$ cat config.mk
export PLATFORM = sky130hd
export DESIGN_NAME = ecg_channel_preprocess_quality_gate
export DESIGN_NICKNAME = d
export VERILOG_FILES = /design/src/rtl/ecgpqg_pkg.sv /design/src/rtl/ecg_channel_preprocess_quality_gate.sv
export SDC_FILE = /design/constraint.sdc
export NUM_CORES = 2
export LEC_CHECK = 0
export ABC_AREA = 1
export BUFFER_PORTS_ARGS = -buffer_cell sky130_fd_sc_hd__buf_2
export CAP_MARGIN = 20
export CORE_UTILIZATION = 30
export DETAILED_ROUTE_END_ITERATION = 7
export SLEW_MARGIN = 0
export SYNTH_ARGS = -nofsm -noshare
export SYNTH_HDL_FRONTEND = slang
export SYNTH_SLANG_ARGS = --single-unit
export TNS_END_PERCENT = 100
$ cat constraint.sdc
create_clock -name clk -period 15.1 [get_ports clk]
set_input_delay 2.265 -clock clk [delete_from_list [all_inputs] [get_ports clk]]
set_output_delay 2.265 -clock clk [all_outputs]
set_load 0.05 [all_outputs]
$ cat src/rtl/ecgpqg_pkg.sv
`timescale 1ns / 1ps
// ----------------------------------------------------------------------------
// ECG preprocess quality gate - package
// Coefficients, microcode types and the sequencer program.
// ----------------------------------------------------------------------------
package ecgpqg_pkg;

  localparam int SAMPLE_W = 24;
  localparam int QUAL_W   = 23;
  localparam int GAIN_W   = 7;
  localparam int S_DATA_W = 24;
  localparam int M_DATA_W = 56;
  localparam int QUAL_LSB = 24;
  localparam int GAIN_LSB = 47;
  localparam int STEPS    = 38;

  typedef logic [5:0] step_t;
  localparam step_t LAST_STEP = 6'(STEPS - 1);

  localparam logic [GAIN_W-1:0] GAIN_FULL = 7'd64;

  localparam logic signed [24:0] K_AT  = 25'sd3829822;
  localparam logic signed [24:0] K_BT  = 25'sd364482;
  localparam logic signed [24:0] K_C0  = 25'sd1304282;
  localparam logic signed [24:0] K_C1  = -25'sd1343744;
  localparam logic signed [24:0] K_DD  = 25'sd840167;
  localparam logic signed [24:0] K_A00 = 25'sd6511269;
  localparam logic signed [24:0] K_A01 = -25'sd2513969;
  localparam logic signed [24:0] K_P0  = 25'sd158447;
  localparam logic signed [24:0] K_P1  = 25'sd80779;
  localparam logic signed [24:0] K_PD  = 25'sd4032745;

  localparam logic signed [63:0] RND_HALF = 64'sd2097152;
  localparam logic signed [41:0] S40_MAX  = 42'sd549755813887;
  localparam logic signed [41:0] S40_MIN  = -42'sd549755813888;
  localparam logic signed [41:0] QUAL_MAX = 42'sd8388607;

  localparam logic signed [23:0] CLIP_LOW_RST   = -24'sd65536;
  localparam logic signed [23:0] CLIP_HIGH_RST  = 24'sd65536;
  localparam logic [22:0]        LATCH_LOW_RST  = 23'd6554;
  localparam logic [22:0]        LATCH_HIGH_RST = 23'd45875;

  typedef enum logic [1:0] {
    CFG_CLIP_LOW, CFG_CLIP_HIGH, CFG_LATCH_LOW, CFG_LATCH_HIGH
  } cfg_idx_t;

  typedef enum logic [2:0] {
    A_TREND, A_X, A_S0, A_S1, A_D, A_M, A_PA, A_BP
  } asel_t;

  typedef enum logic [3:0] {
    B_AT, B_BT, B_C0, B_C1, B_DD, B_A00, B_A01, B_P0, B_P1, B_PD, B_GAIN
  } bsel_t;

  typedef enum logic [2:0] {
    ACC_HOLD, ACC_CLR, ACC_ADD, ACC_ADDSH, ACC_RND
  } accop_t;

  typedef enum logic [3:0] {
    WR_NONE, WR_TREND, WR_D, WR_BP, WR_M, WR_BAND, WR_Q, WR_PA, WR_OUT
  } wr_t;

  typedef struct packed {
    logic   mul_en;
    asel_t  a_sel;
    logic   a_hi;
    bsel_t  b_sel;
    accop_t acc_op;
    wr_t    wr;
  } uop_t;

  function automatic int ch_width(input int n);
    return (n > 1) ? $clog2(n) : 1;
  endfunction

  function automatic logic signed [39:0] sat40(input logic signed [41:0] v);
    logic signed [39:0] r;
    if (v > S40_MAX) begin
      r = S40_MAX[39:0];
    end else if (v < S40_MIN) begin
      r = S40_MIN[39:0];
    end else begin
      r = v[39:0];
    end
    return r;
  endfunction

  function automatic uop_t mk(input logic mul_en, input asel_t a_sel, input logic a_hi,
                              input bsel_t b_sel, input accop_t acc_op, input wr_t wr);
    uop_t u;
    u.mul_en = mul_en;
    u.a_sel  = a_sel;
    u.a_hi   = a_hi;
    u.b_sel  = b_sel;
    u.acc_op = acc_op;
    u.wr     = wr;
    return u;
  endfunction

  // trend, bandpass, band state, quality, power, gate, output
  function automatic uop_t ucode(input step_t s);
    uop_t u;
    u = mk(1'b0, A_TREND, 1'b0, B_AT, ACC_HOLD, WR_NONE);
    case (s)
      6'd0:  u = mk(1'b1, A_TREND, 1'b0, B_AT,   ACC_CLR,   WR_NONE);
      6'd1:  u = mk(1'b1, A_TREND, 1'b1, B_AT,   ACC_ADD,   WR_NONE);
      6'd2:  u = mk(1'b1, A_X,     1'b0, B_BT,   ACC_ADD,   WR_NONE);
      6'd3:  u = mk(1'b1, A_X,     1'b1, B_BT,   ACC_ADD,   WR_NONE);
      6'd4:  u = mk(1'b0, A_X,     1'b0, B_BT,   ACC_ADD,   WR_NONE);
      6'd5:  u = mk(1'b0, A_X,     1'b0, B_BT,   ACC_RND,   WR_NONE);
      6'd6:  u = mk(1'b1, A_S0,    1'b0, B_C0,   ACC_CLR,   WR_TREND);
      6'd7:  u = mk(1'b1, A_S0,    1'b1, B_C0,   ACC_ADD,   WR_D);
      6'd8:  u = mk(1'b1, A_S1,    1'b0, B_C1,   ACC_ADD,   WR_NONE);
      6'd9:  u = mk(1'b1, A_S1,    1'b1, B_C1,   ACC_ADD,   WR_NONE);
      6'd10: u = mk(1'b1, A_D,     1'b0, B_DD,   ACC_ADD,   WR_NONE);
      6'd11: u = mk(1'b1, A_D,     1'b1, B_DD,   ACC_ADD,   WR_NONE);
      6'd12: u = mk(1'b0, A_D,     1'b0, B_DD,   ACC_ADD,   WR_NONE);
      6'd13: u = mk(1'b0, A_D,     1'b0, B_DD,   ACC_RND,   WR_NONE);
      6'd14: u = mk(1'b1, A_S0,    1'b0, B_A00,  ACC_CLR,   WR_BP);
      6'd15: u = mk(1'b1, A_S0,    1'b1, B_A00,  ACC_ADD,   WR_M);
      6'd16: u = mk(1'b1, A_S1,    1'b0, B_A01,  ACC_ADD,   WR_NONE);
      6'd17: u = mk(1'b1, A_S1,    1'b1, B_A01,  ACC_ADD,   WR_NONE);
      6'd18: u = mk(1'b0, A_D,     1'b0, B_A01,  ACC_ADD,   WR_NONE);
      6'd19: u = mk(1'b0, A_D,     1'b0, B_A01,  ACC_ADDSH, WR_NONE);
      6'd20: u = mk(1'b0, A_D,     1'b0, B_A01,  ACC_RND,   WR_NONE);
      6'd21: u = mk(1'b1, A_PA,    1'b0, B_P0,   ACC_CLR,   WR_BAND);
      6'd22: u = mk(1'b1, A_PA,    1'b1, B_P0,   ACC_ADD,   WR_NONE);
      6'd23: u = mk(1'b1, A_M,     1'b0, B_P1,   ACC_ADD,   WR_NONE);
      6'd24: u = mk(1'b1, A_M,     1'b1, B_P1,   ACC_ADD,   WR_NONE);
      6'd25: u = mk(1'b0, A_M,     1'b0, B_P1,   ACC_ADD,   WR_NONE);
      6'd26: u = mk(1'b0, A_M,     1'b0, B_P1,   ACC_RND,   WR_NONE);
      6'd27: u = mk(1'b1, A_PA,    1'b0, B_PD,   ACC_CLR,   WR_Q);
      6'd28: u = mk(1'b1, A_PA,    1'b1, B_PD,   ACC_ADD,   WR_NONE);
      6'd29: u = mk(1'b0, A_M,     1'b0, B_PD,   ACC_ADD,   WR_NONE);
      6'd30: u = mk(1'b0, A_M,     1'b0, B_PD,   ACC_ADDSH, WR_NONE);
      6'd31: u = mk(1'b0, A_M,     1'b0, B_PD,   ACC_RND,   WR_NONE);
      6'd32: u = mk(1'b0, A_BP,    1'b0, B_GAIN, ACC_HOLD,  WR_PA);
      6'd33: u = mk(1'b1, A_BP,    1'b0, B_GAIN, ACC_CLR,   WR_NONE);
      6'd34: u = mk(1'b1, A_BP,    1'b1, B_GAIN, ACC_ADD,   WR_NONE);
      6'd35: u = mk(1'b0, A_BP,    1'b0, B_GAIN, ACC_ADD,   WR_NONE);
      6'd36: u = mk(1'b0, A_BP,    1'b0, B_GAIN, ACC_RND,   WR_NONE);
      6'd37: u = mk(1'b0, A_BP,    1'b0, B_GAIN, ACC_HOLD,  WR_OUT);
      default: u = mk(1'b0, A_TREND, 1'b0, B_AT, ACC_HOLD, WR_NONE);
    endcase
    return u;
  endfunction

endpackage

$ cat src/rtl/ecg_channel_preprocess_quality_gate.sv
`timescale 1ns / 1ps
// ----------------------------------------------------------------------------
// ECG channel preprocess quality gate
// Per-channel detrend, state-space bandpass, residual quality, hysteresis
// mask and gain ramp, clipped output, on one shared multiply-accumulate unit.
// ----------------------------------------------------------------------------
//  group  dir  tdata (low bit up)                  tuser (low bit up)
//  s_*    in   sample[23:0]                        channel
//  m_*    out  filtered, quality, gain, 2'b0 pad   out_channel, mask
//  cfg_*  in   cfg_index 0..3 = clip_low, clip_high, latch_low, latch_high
//
// A sample on a valid channel runs through the sequencer steps on the single
// 21x25 multiplier and the 64-bit accumulator, and no new sample is taken
// until it is through; the block is ready again on the cycle after the last step.
// A sample on a channel at or above CHANNELS is taken and dropped without running the sequencer.
// Reset is synchronous and resets all channel state at once (mask set, gain full).
// A finished word waits in the output register; the next sample proceeds and
// the sequencer holds on its last step until that word is taken.
// ----------------------------------------------------------------------------
module ecg_channel_preprocess_quality_gate #(
  parameter int  CHANNELS = 3,
  localparam int CH_W = ecgpqg_pkg::ch_width(CHANNELS)
) (
  input  logic                              clk,
  input  logic                              rst,
  input  logic                              cfg_we,
  input  logic [1:0]                        cfg_index,
  input  logic [23:0]                       cfg_data,
  input  logic                              s_tvalid,
  output logic                              s_tready,
  input  logic [ecgpqg_pkg::S_DATA_W-1:0]   s_tdata,  // sample
  input  logic [CH_W-1:0]                   s_tuser,  // channel
  output logic                              m_tvalid,
  input  logic                              m_tready,
  output logic [ecgpqg_pkg::M_DATA_W-1:0]   m_tdata,  // filtered, quality, gain, pad
  output logic [CH_W:0]                     m_tuser   // out_channel, mask
);

  typedef enum logic {ST_IDLE, ST_RUN} state_t;

  state_t                   state;
  ecgpqg_pkg::step_t        step;
  ecgpqg_pkg::uop_t         uop;
  ecgpqg_pkg::wr_t          wr_sel;

  logic [CH_W-1:0]          ch;
  logic signed [23:0]       x;
  logic signed [39:0]       d;
  logic signed [39:0]       bp;
  logic signed [39:0]       m;
  logic [22:0]              q;

  logic signed [39:0]       trend  [CHANNELS];
  logic signed [39:0]       s0     [CHANNELS];
  logic signed [39:0]       s1     [CHANNELS];
  logic signed [39:0]       pa     [CHANNELS];
  logic                     mask_r [CHANNELS];
  logic [6:0]               gain   [CHANNELS];

  logic signed [23:0]       clip_low;
  logic signed [23:0]       clip_high;
  logic [22:0]              latch_low;
  logic [22:0]              latch_high;

  logic signed [45:0]       prod;
  logic                     prod_hi;
  logic signed [63:0]       acc;
  logic signed [63:0]       acc_next;
  logic signed [63:0]       addend;

  logic signed [39:0]       a40;
  logic signed [20:0]       a21;
  logic signed [24:0]       b25;
  logic signed [41:0]       acc_q;
  logic signed [39:0]       rnd40;
  logic signed [41:0]       d_diff;
  logic signed [41:0]       r_diff;
  logic signed [41:0]       r_mag;
  logic [22:0]              q_calc;
  logic signed [39:0]       pa_calc;
  logic                     mask_new;
  logic [6:0]               gain_new;
  logic signed [41:0]       lo42;
  logic signed [41:0]       hi42;
  logic signed [23:0]       y_clip;
  logic                     ch_ok;
  logic                     out_free;
  logic                     run;
  logic                     finish;

  assign s_tready = (state == ST_IDLE);
  assign ch_ok    = (32'(s_tuser) < CHANNELS);
  assign out_free = !m_tvalid || m_tready;
  assign run      = (state == ST_RUN);
  assign finish   = run && (step == ecgpqg_pkg::LAST_STEP) && out_free;
  assign uop      = ecgpqg_pkg::ucode(step);
  assign wr_sel   = run ? uop.wr : ecgpqg_pkg::WR_NONE;

  // operand select
  always_comb begin
    case (uop.a_sel)
      ecgpqg_pkg::A_TREND: a40 = trend[ch];
      ecgpqg_pkg::A_X:     a40 = {{16{x[23]}}, x};
      ecgpqg_pkg::A_S0:    a40 = s0[ch];
      ecgpqg_pkg::A_S1:    a40 = s1[ch];
      ecgpqg_pkg::A_D:     a40 = d;
      ecgpqg_pkg::A_M:     a40 = m;
      ecgpqg_pkg::A_PA:    a40 = pa[ch];
      ecgpqg_pkg::A_BP:    a40 = bp;
      default:             a40 = '0;
    endcase
    case (uop.b_sel)
      ecgpqg_pkg::B_AT:   b25 = ecgpqg_pkg::K_AT;
      ecgpqg_pkg::B_BT:   b25 = ecgpqg_pkg::K_BT;
      ecgpqg_pkg::B_C0:   b25 = ecgpqg_pkg::K_C0;
      ecgpqg_pkg::B_C1:   b25 = ecgpqg_pkg::K_C1;
      ecgpqg_pkg::B_DD:   b25 = ecgpqg_pkg::K_DD;
      ecgpqg_pkg::B_A00:  b25 = ecgpqg_pkg::K_A00;
      ecgpqg_pkg::B_A01:  b25 = ecgpqg_pkg::K_A01;
      ecgpqg_pkg::B_P0:   b25 = ecgpqg_pkg::K_P0;
      ecgpqg_pkg::B_P1:   b25 = ecgpqg_pkg::K_P1;
      ecgpqg_pkg::B_PD:   b25 = ecgpqg_pkg::K_PD;
      ecgpqg_pkg::B_GAIN: b25 = {2'b00, gain[ch], 16'h0000};
      default:            b25 = '0;
    endcase
    a21 = uop.a_hi ? {a40[39], a40[39:20]} : {1'b0, a40[19:0]};
  end

  // accumulator input
  always_comb begin
    case (uop.acc_op)
      ecgpqg_pkg::ACC_ADD: begin
        if (prod_hi) begin
          addend = {prod[43:0], 20'h00000};
        end else begin
          addend = {{18{prod[45]}}, prod};
        end
      end
      ecgpqg_pkg::ACC_ADDSH: addend = {{2{a40[39]}}, a40, 22'h000000};
      ecgpqg_pkg::ACC_RND:
        addend = acc[63] ? (ecgpqg_pkg::RND_HALF - 64'sd1) : ecgpqg_pkg::RND_HALF;
      default: addend = '0;
    endcase
    if (uop.acc_op == ecgpqg_pkg::ACC_CLR) begin
      acc_next = '0;
    end else begin
      acc_next = acc + addend;
    end
  end

  // result shaping
  always_comb begin
    acc_q  = acc[63:22];
    rnd40  = ecgpqg_pkg::sat40(acc_q);
    d_diff = {{18{x[23]}}, x} - {{2{trend[ch][39]}}, trend[ch]};
    r_diff = {{2{d[39]}}, d} - {{2{bp[39]}}, bp};
    r_mag  = r_diff[41] ? -r_diff : r_diff;

    if (acc_q < 42'sd0) begin
      q_calc = '0;
    end else if (acc_q > ecgpqg_pkg::QUAL_MAX) begin
      q_calc = ecgpqg_pkg::QUAL_MAX[22:0];
    end else begin
      q_calc = acc_q[22:0];
    end

    if (acc_q < 42'sd0) begin
      pa_calc = '0;
    end else if (acc_q > ecgpqg_pkg::S40_MAX) begin
      pa_calc = ecgpqg_pkg::S40_MAX[39:0];
    end else begin
      pa_calc = acc_q[39:0];
    end

    if (q < latch_low) begin
      mask_new = 1'b1;
    end else if (q >= latch_high || !mask_r[ch]) begin
      mask_new = 1'b0;
    end else begin
      mask_new = 1'b1;
    end

    gain_new = gain[ch];
    if (mask_new) begin
      if (gain[ch] < ecgpqg_pkg::GAIN_FULL) begin
        gain_new = gain[ch] + 7'd1;
      end
    end else if (gain[ch] != 7'd0) begin
      gain_new = gain[ch] - 7'd1;
    end

    lo42 = {{18{clip_low[23]}}, clip_low};
    hi42 = {{18{clip_high[23]}}, clip_high};
    if (acc_q < lo42) begin
      y_clip = clip_low;
    end else if (acc_q > hi42) begin
      y_clip = clip_high;
    end else begin
      y_clip = acc_q[23:0];
    end
  end

  // sequencer and output register
  always_ff @(posedge clk) begin
    if (rst) begin
      state    <= ST_IDLE;
      step     <= '0;
      m_tvalid <= 1'b0;
    end else begin
      if (finish) begin
        m_tvalid <= 1'b1;
      end else if (m_tvalid && m_tready) begin
        m_tvalid <= 1'b0;
      end
      case (state)
        ST_IDLE: begin
          if (s_tvalid && ch_ok) begin
            state <= ST_RUN;
            step  <= '0;
          end
        end
        ST_RUN: begin
          if (step == ecgpqg_pkg::LAST_STEP) begin
            if (out_free) begin
              m_tdata  <= {2'b00, gain[ch], q, y_clip};
              m_tuser  <= {mask_r[ch], ch};
              state    <= ST_IDLE;
            end
          end else begin
            step <= step + 6'd1;
          end
        end
        default: state <= ST_IDLE;
      endcase
    end
  end

  // shared multiply-accumulate
  always_ff @(posedge clk) begin
    if (run && uop.mul_en) begin
      prod    <= a21 * b25;
      prod_hi <= uop.a_hi;
    end
    if (run) begin
      acc <= acc_next;
    end
    if (s_tvalid && s_tready) begin
      ch <= s_tuser;
      x  <= s_tdata[23:0];
    end
    case (wr_sel)
      ecgpqg_pkg::WR_D:  d  <= ecgpqg_pkg::sat40(d_diff);
      ecgpqg_pkg::WR_BP: bp <= rnd40;
      ecgpqg_pkg::WR_M:  m  <= ecgpqg_pkg::sat40(r_mag);
      ecgpqg_pkg::WR_Q:  q  <= q_calc;
      default: ;
    endcase
  end

  // channel state
  always_ff @(posedge clk) begin
    if (rst) begin
      for (int i = 0; i < CHANNELS; i++) begin
        trend[i]  <= '0;
        s0[i]     <= '0;
        s1[i]     <= '0;
        pa[i]     <= '0;
        mask_r[i] <= 1'b1;
        gain[i]   <= ecgpqg_pkg::GAIN_FULL;
      end
    end else begin
      case (wr_sel)
        ecgpqg_pkg::WR_TREND: trend[ch] <= rnd40;
        ecgpqg_pkg::WR_BAND: begin
          s0[ch] <= rnd40;
          s1[ch] <= s0[ch];
        end
        ecgpqg_pkg::WR_PA: begin
          pa[ch]     <= pa_calc;
          mask_r[ch] <= mask_new;
          gain[ch]   <= gain_new;
        end
        default: ;
      endcase
    end
  end

  // configuration registers
  always_ff @(posedge clk) begin
    if (rst) begin
      clip_low   <= ecgpqg_pkg::CLIP_LOW_RST;
      clip_high  <= ecgpqg_pkg::CLIP_HIGH_RST;
      latch_low  <= ecgpqg_pkg::LATCH_LOW_RST;
      latch_high <= ecgpqg_pkg::LATCH_HIGH_RST;
    end else if (cfg_we) begin
      case (cfg_index)
        ecgpqg_pkg::CFG_CLIP_LOW:   clip_low   <= cfg_data;
        ecgpqg_pkg::CFG_CLIP_HIGH:  clip_high  <= cfg_data;
        ecgpqg_pkg::CFG_LATCH_LOW:  latch_low  <= cfg_data[22:0];
        ecgpqg_pkg::CFG_LATCH_HIGH: latch_high <= cfg_data[22:0];
        default: ;
      endcase
    end
  end

endmodule

# After elaboration in Yosys (flattened, before gate mapping)
# Memories as Yosys holds them, arrays and structs flattened. A register that Yosys moved wholly into a read port is not among the register bits.
# Index checks and enable logic that the tools add are counted.
# classes
n_addsub,7
mul,1
order_cmp,14
eq_ne,34
n_mux,68
bitwise_logic,2
reduce_logical,27
# op_table
operator,n
2-to-1 mux 40 bit,10
one-hot mux 40 bit (8 select lines),1
one-hot mux 25 bit (11 select lines),1
one-hot mux 64 bit (3 select lines),1
OR reduction 40 bit,4
"greater-than comparator 42 x 40 -> 1 bit, second input constant",2
"less-than comparator 42 x 40 -> 1 bit, second input constant",2
adder 64 bit,1
2-to-1 mux 64 bit,1
2-to-1 mux 24 bit,2
multiplier 21 x 25 -> 46 bit,1
greater-than comparator 42 x 24 -> 1 bit,1
"greater-than comparator 42 x 24 -> 1 bit, second input constant",1
"less-than comparator 42 x 1 -> 1 bit, second input constant",1
less-than comparator 42 x 24 -> 1 bit,1
2-to-1 mux 42 bit,1
negation 41 -> 42 bit,1
"greater-than comparator 41 x 40 -> 1 bit, second input constant",1
"less-than comparator 41 x 40 -> 1 bit, second input constant",1
subtractor 24 x 40 -> 41 bit,1
subtractor 40 x 40 -> 41 bit,1
"== test 4 x 3 -> 1 bit, second input constant",8
2-to-1 mux 7 bit,4
2-to-1 mux 1 bit,25
39 further kinds,80
# word_totals
ff_bits,439
mem_bits_rw,504
mem_bits_ro,1024
in_bits,57
output_inout_bits,61
wordCells,178
memories,7
# mem_list
memory,words,word_bits,read_ports,rd_clocked_by_memory_dff,wr,line_no,rtl
(name not given),64,16,1,1,0,ecgpqg_pkg.sv:104,case (s)
pa,3,40,1,1,3,ecg_channel_preprocess_quality_gate.sv:56,logic signed [39:0] pa [CHANNELS];
s0,3,40,1,1,3,ecg_channel_preprocess_quality_gate.sv:54,logic signed [39:0] s0 [CHANNELS];
s1,3,40,1,1,3,ecg_channel_preprocess_quality_gate.sv:55,logic signed [39:0] s1 [CHANNELS];
trend,3,40,1,1,3,ecg_channel_preprocess_quality_gate.sv:53,logic signed [39:0] trend [CHANNELS];
gain,3,7,1,1,3,ecg_channel_preprocess_quality_gate.sv:58,logic [6:0] gain [CHANNELS];
+1 memories,-,-,-,-,-,-,

# Logic depth before layout (Yosys ltp)
# logic_depth
ltp_word,7
ltp_mapped,44
depth_no_buf,41

# Worst setup path before layout
# Ideal clock, no wire load.
# synth_path
path_kind,input to register
startpoint,in rst
endpoint,"mem s0[3][0], enable pin"
setup_time_ns,0.617
arrival_time_ns,8.227
t_required_ns,14.483
slack_ns,6.256
cell_stages,4
n_path_buf,1
cell_sequence,clkbuf_1 > nor4_1 > inv_1 > nor3_1
# synth_lines
item,line_no,rtl
start: declaration,ecg_channel_preprocess_quality_gate.sv:25,"input logic rst,"
end: declaration,ecg_channel_preprocess_quality_gate.sv:54,

# Worst setup path after layout
# layout_path
startpoint,reg uop[14] (netlist name)
endpoint,"reg prod[39], data pin"
# layout_between
elab_chain_len,4
word_cells_on_any_way,11
cone_classes,1 x mul; 7 x eq/ne; 2 x mux; 1 x reduce/logical
# layout_lines
item,line_no,rtl
== test 3 bit (tied with other cells),ecg_channel_preprocess_quality_gate.sv:101,case (uop.a_sel)
one-hot mux 40 bit (8 select lines) (*),ecg_channel_preprocess_quality_gate.sv:101,
2-to-1 mux 21 bit (*),ecg_channel_preprocess_quality_gate.sv:126,"a21 = uop.a_hi ? {a40[39], a40[39:20]} : {1'b0, a40[19:0]};"
multiplier 21 x 25 -> 46 bit (*),ecg_channel_preprocess_quality_gate.sv:241,prod <= a21 * b25;
end signal: assignment,ecg_channel_preprocess_quality_gate.sv:241,
end: declaration,ecg_channel_preprocess_quality_gate.sv:65,logic signed [45:0] prod;
# Every way passes the cells marked *; elsewhere a longest branch is shown, timed or not.
# A chain may end at the register's enable or synchronous reset.

==> results.cfg <==
[run_status]
status = finished, final reports clean

[layout]
nNetsFinal = 10432
multi_input_area_sq_mm = 0.04125
n_fill_cell = 28068
area_delta_synth_final_pct = 10.61
utilization_pct = 33.40
seqCellArea_sq_mm = 0.03268
layoutNonFillerInstCount = 13100
drive_gt1_share_pct = 5.543

[synthesis]
ys_seq_area_share_pct = 40.35
synth_flop_cell = edfxtp_1
yosysTopAreaCellShare_pct = 37.31
synth_edf_count = 1006
yosysWarnings = 0
avgSynthCellArea_sq_um = 8.576
synth_area_leaders = edfxtp_1 (37%), fa_1 (13%), nand2_1 (9.1%)
post_synth_instance_area_sq_mm = 0.08096
ys_ff_latch = 1129
synth_cells = 9441
ys_types = 64
yosysTopAreaCell = edfxtp_1
async_reset_ff_share_pct = 0

[detailed_routing]
drt_iter0_markers = 7453
wl_per_cell_um = 22.00
wirelength_um = 288100
routed_via_density = 5.102
drtPass1Iterations = 8
route.detailed.drc = 0
ant_nets = 0
vias = 66840

[global_route]
grt_use_met1_pct = 29.47
grt_pass1_wl_um = 422200
antenna_found_initial = 10
grt_max_degree = 189
grt_util_met2_pct = 32.75
grt_busiest_layer = met2
use_met3_pct = 3.501
grt_pass1_vias = 63109
grtUsageTotal_pct = 20.83
overflow = 0

[sta]
fin_tns_setup_ns = 0
tightest_slew_ns = 1.332
fmax_mhz = 89.43
drv_slew = 0
hold_viol_final = 0
finClkSkew_ns = 0.05816
finalHoldWorstSlack_ns = 0.4573
slew_headroom_pct = 10.23
setup_viol = 0
rsz0062_at_grt = false
finalCriticalPeriod_ns = 11.18
fin_crit_sh_pct = 74.05

[clock_tree]
ctsResizeCount = 0
cts_made_buffers = 117
cts_hold_buf = 0
clockBufferDepth = 3
h-tree-depth = 3
clock_latency_ns = 0.80
clk_pin_slew_ns = 0.06
clock_sinks = 1129
cts_tree = done
root_buffer = clkbuf_16
postCtsSetupBuffers = 0

[critical_path]
timing.reg2reg.setup_slack_ns = 3.92
rr_startpoint = uop[14]
required_ns = 15.61
path_class = register to register
critPathMaxStageDelay_ns = 0.78
worst_ep_arrival_time_ns = 11.69
worstPathMaxFanout = 25
reg2reg_depth = 34
endpoint_kind = register
r2r-end = prod[39]
cp_slowest_cell = clkinv_1
cp-start-kind = register
cp_common_cell = fa_1

[floorplan]
die_h_um = 521.5
die-area_sq_mm = 0.2720
core_area_sq_mm = 0.2682
io_pins = 118
num_rows = 190
initial_utilization_pct = 30.19
die_w_um = 521.5

[hold_path]
min_from = latch_low[16]
hold_path.class = register to register
holdPathEnd = latch_low[16]
hold_depth = 2

[run]
max-cap-violations = 0

[placed_design]
gp_congestion = 0.9969
port_buffers = 115
placed_cells = 12876
dp_hpwl_um = 214300
[synthesized netlist by cell type, drive strengths merged (34+ instances only)]
master and n:
xor2 87, nand4 69, a31oi 44, a32o 52, buf 132, fa 525, o211ai 34, o22ai 56
nand3 360, nor2 1216, a21oi 647, edfxtp 1006, inv 1532, o21a 39, o21ai 555, nor3 46
xnor2 47, clkbuf 232, ha 405, nand2 1989, dfxtp 123
[flip-flops by register name (all words and copies together) (netlist names), 23 cells and up, named ones only]
name and flops:
bp 40, m_tdata 54, m 40, clip_high 24, clip_low 24, pa 160, acc 64, d 40
x 24, trend 160, latch_high 23, gain 28, prod 46, latch_low 23, q 23, s0 160
s1 160
[worst max path at each step]
| stage | start | endpoint | cells after the start |
|---|---|---|---|
| detailed placement | uop[14] | prod[43] | 36 |
| global route | uop[14] | prod[43] | 36 |
| floorplan | rst | s0[3][0] | 4 |
| global placement | register | prod[43] | 39 |
| finish | uop[14] | prod[39] | 34 |
| CTS | uop[14] | prod[43] | 36 |
[cells in the final DEF, fill, tap and decap left out, types with 10 or more instances in the layout]
cell and count:
ha_1 405, clkinv_1 28, a32oi_1 15, a21o_1 21
a31oi_1 43, clkinv_2 16, o22ai_1 56, o211ai_1 34
a21oi_1 644, nand4_1 69, nor2_1 1196, dfxtp_1 120
nand2_4 13, a32o_1 52, nand2_2 28, buf_2 116
inv_1 1520, clkbuf_1 33, inv_2 10, nor4_1 19
xor2_1 86, o21bai_1 17, nor2_2 14, fa_1 525
nor3_1 35, a221oi_1 29, buf_4 124, nor3_2 10
nand3_1 354, o21a_1 39, a211oi_1 20, nand2_1 1948
o31ai_1 24, edfxtp_1 1006, o2111ai_1 30, xnor2_1 47
o21ai_0 543, clkbuf_16 117
[through the flow]
stage,worst slack (ns),cell area [sq um]
2_1_floorplan,6.256,80990
3_3_place_gp,4.165,85690
3_5_place_dp,4.006,85710
4_1_cts,3.984,89520
5_1_grt,3.237,89550
6_report,3.919,89560
[worst max-delay path: cells and delay by family (launching register included)]
kind,cells,cell delay [ns]
adders and majority gates,8,3.93
AOI/OAI and AO/OA,7,2.37
buffers and inverters,9,2.34
and+or+nand+nor,9,1.74
DFF,1,0.35
xor gates and xnor gates,1,0.12
[per-layer routing]
layer / vias to the layer above / part of all wire, %
met5: - / 0.019
met4: 8 / 2.8
met3: 374 / 9.0
met2: 2887 / 45
met1: 32749 / 43
li1: 30822 / -
[cells by family after synthesis]
kind of cell	after synthesis	synth area share, %
simple gates	3726	18.49
buf+inv	1906	9.016
compound gates	1615	11.45
flops	1129	40.35
fa+ha+maj	930	19.24
xor+xnor	134	1.450
other cells	1	0.004632
[area by class of cell]
class / count / share of cell area (%)
Multi-Input combinational cell: 6412 / 46.06
Inverter: 1542 / 6.480
Antenna cell: 4 / 0.01118
Clock inverter: 59 / 0.7125
Sequential cell: 1129 / 36.49
Timing Repair Buffer: 243 / 1.735
Clock buffer: 159 / 3.546
Tap cell: 3552 / 4.963
Power is not shown: default switching activity piles up to over one toggle a cycle in this logic, so the estimate is an artifact.
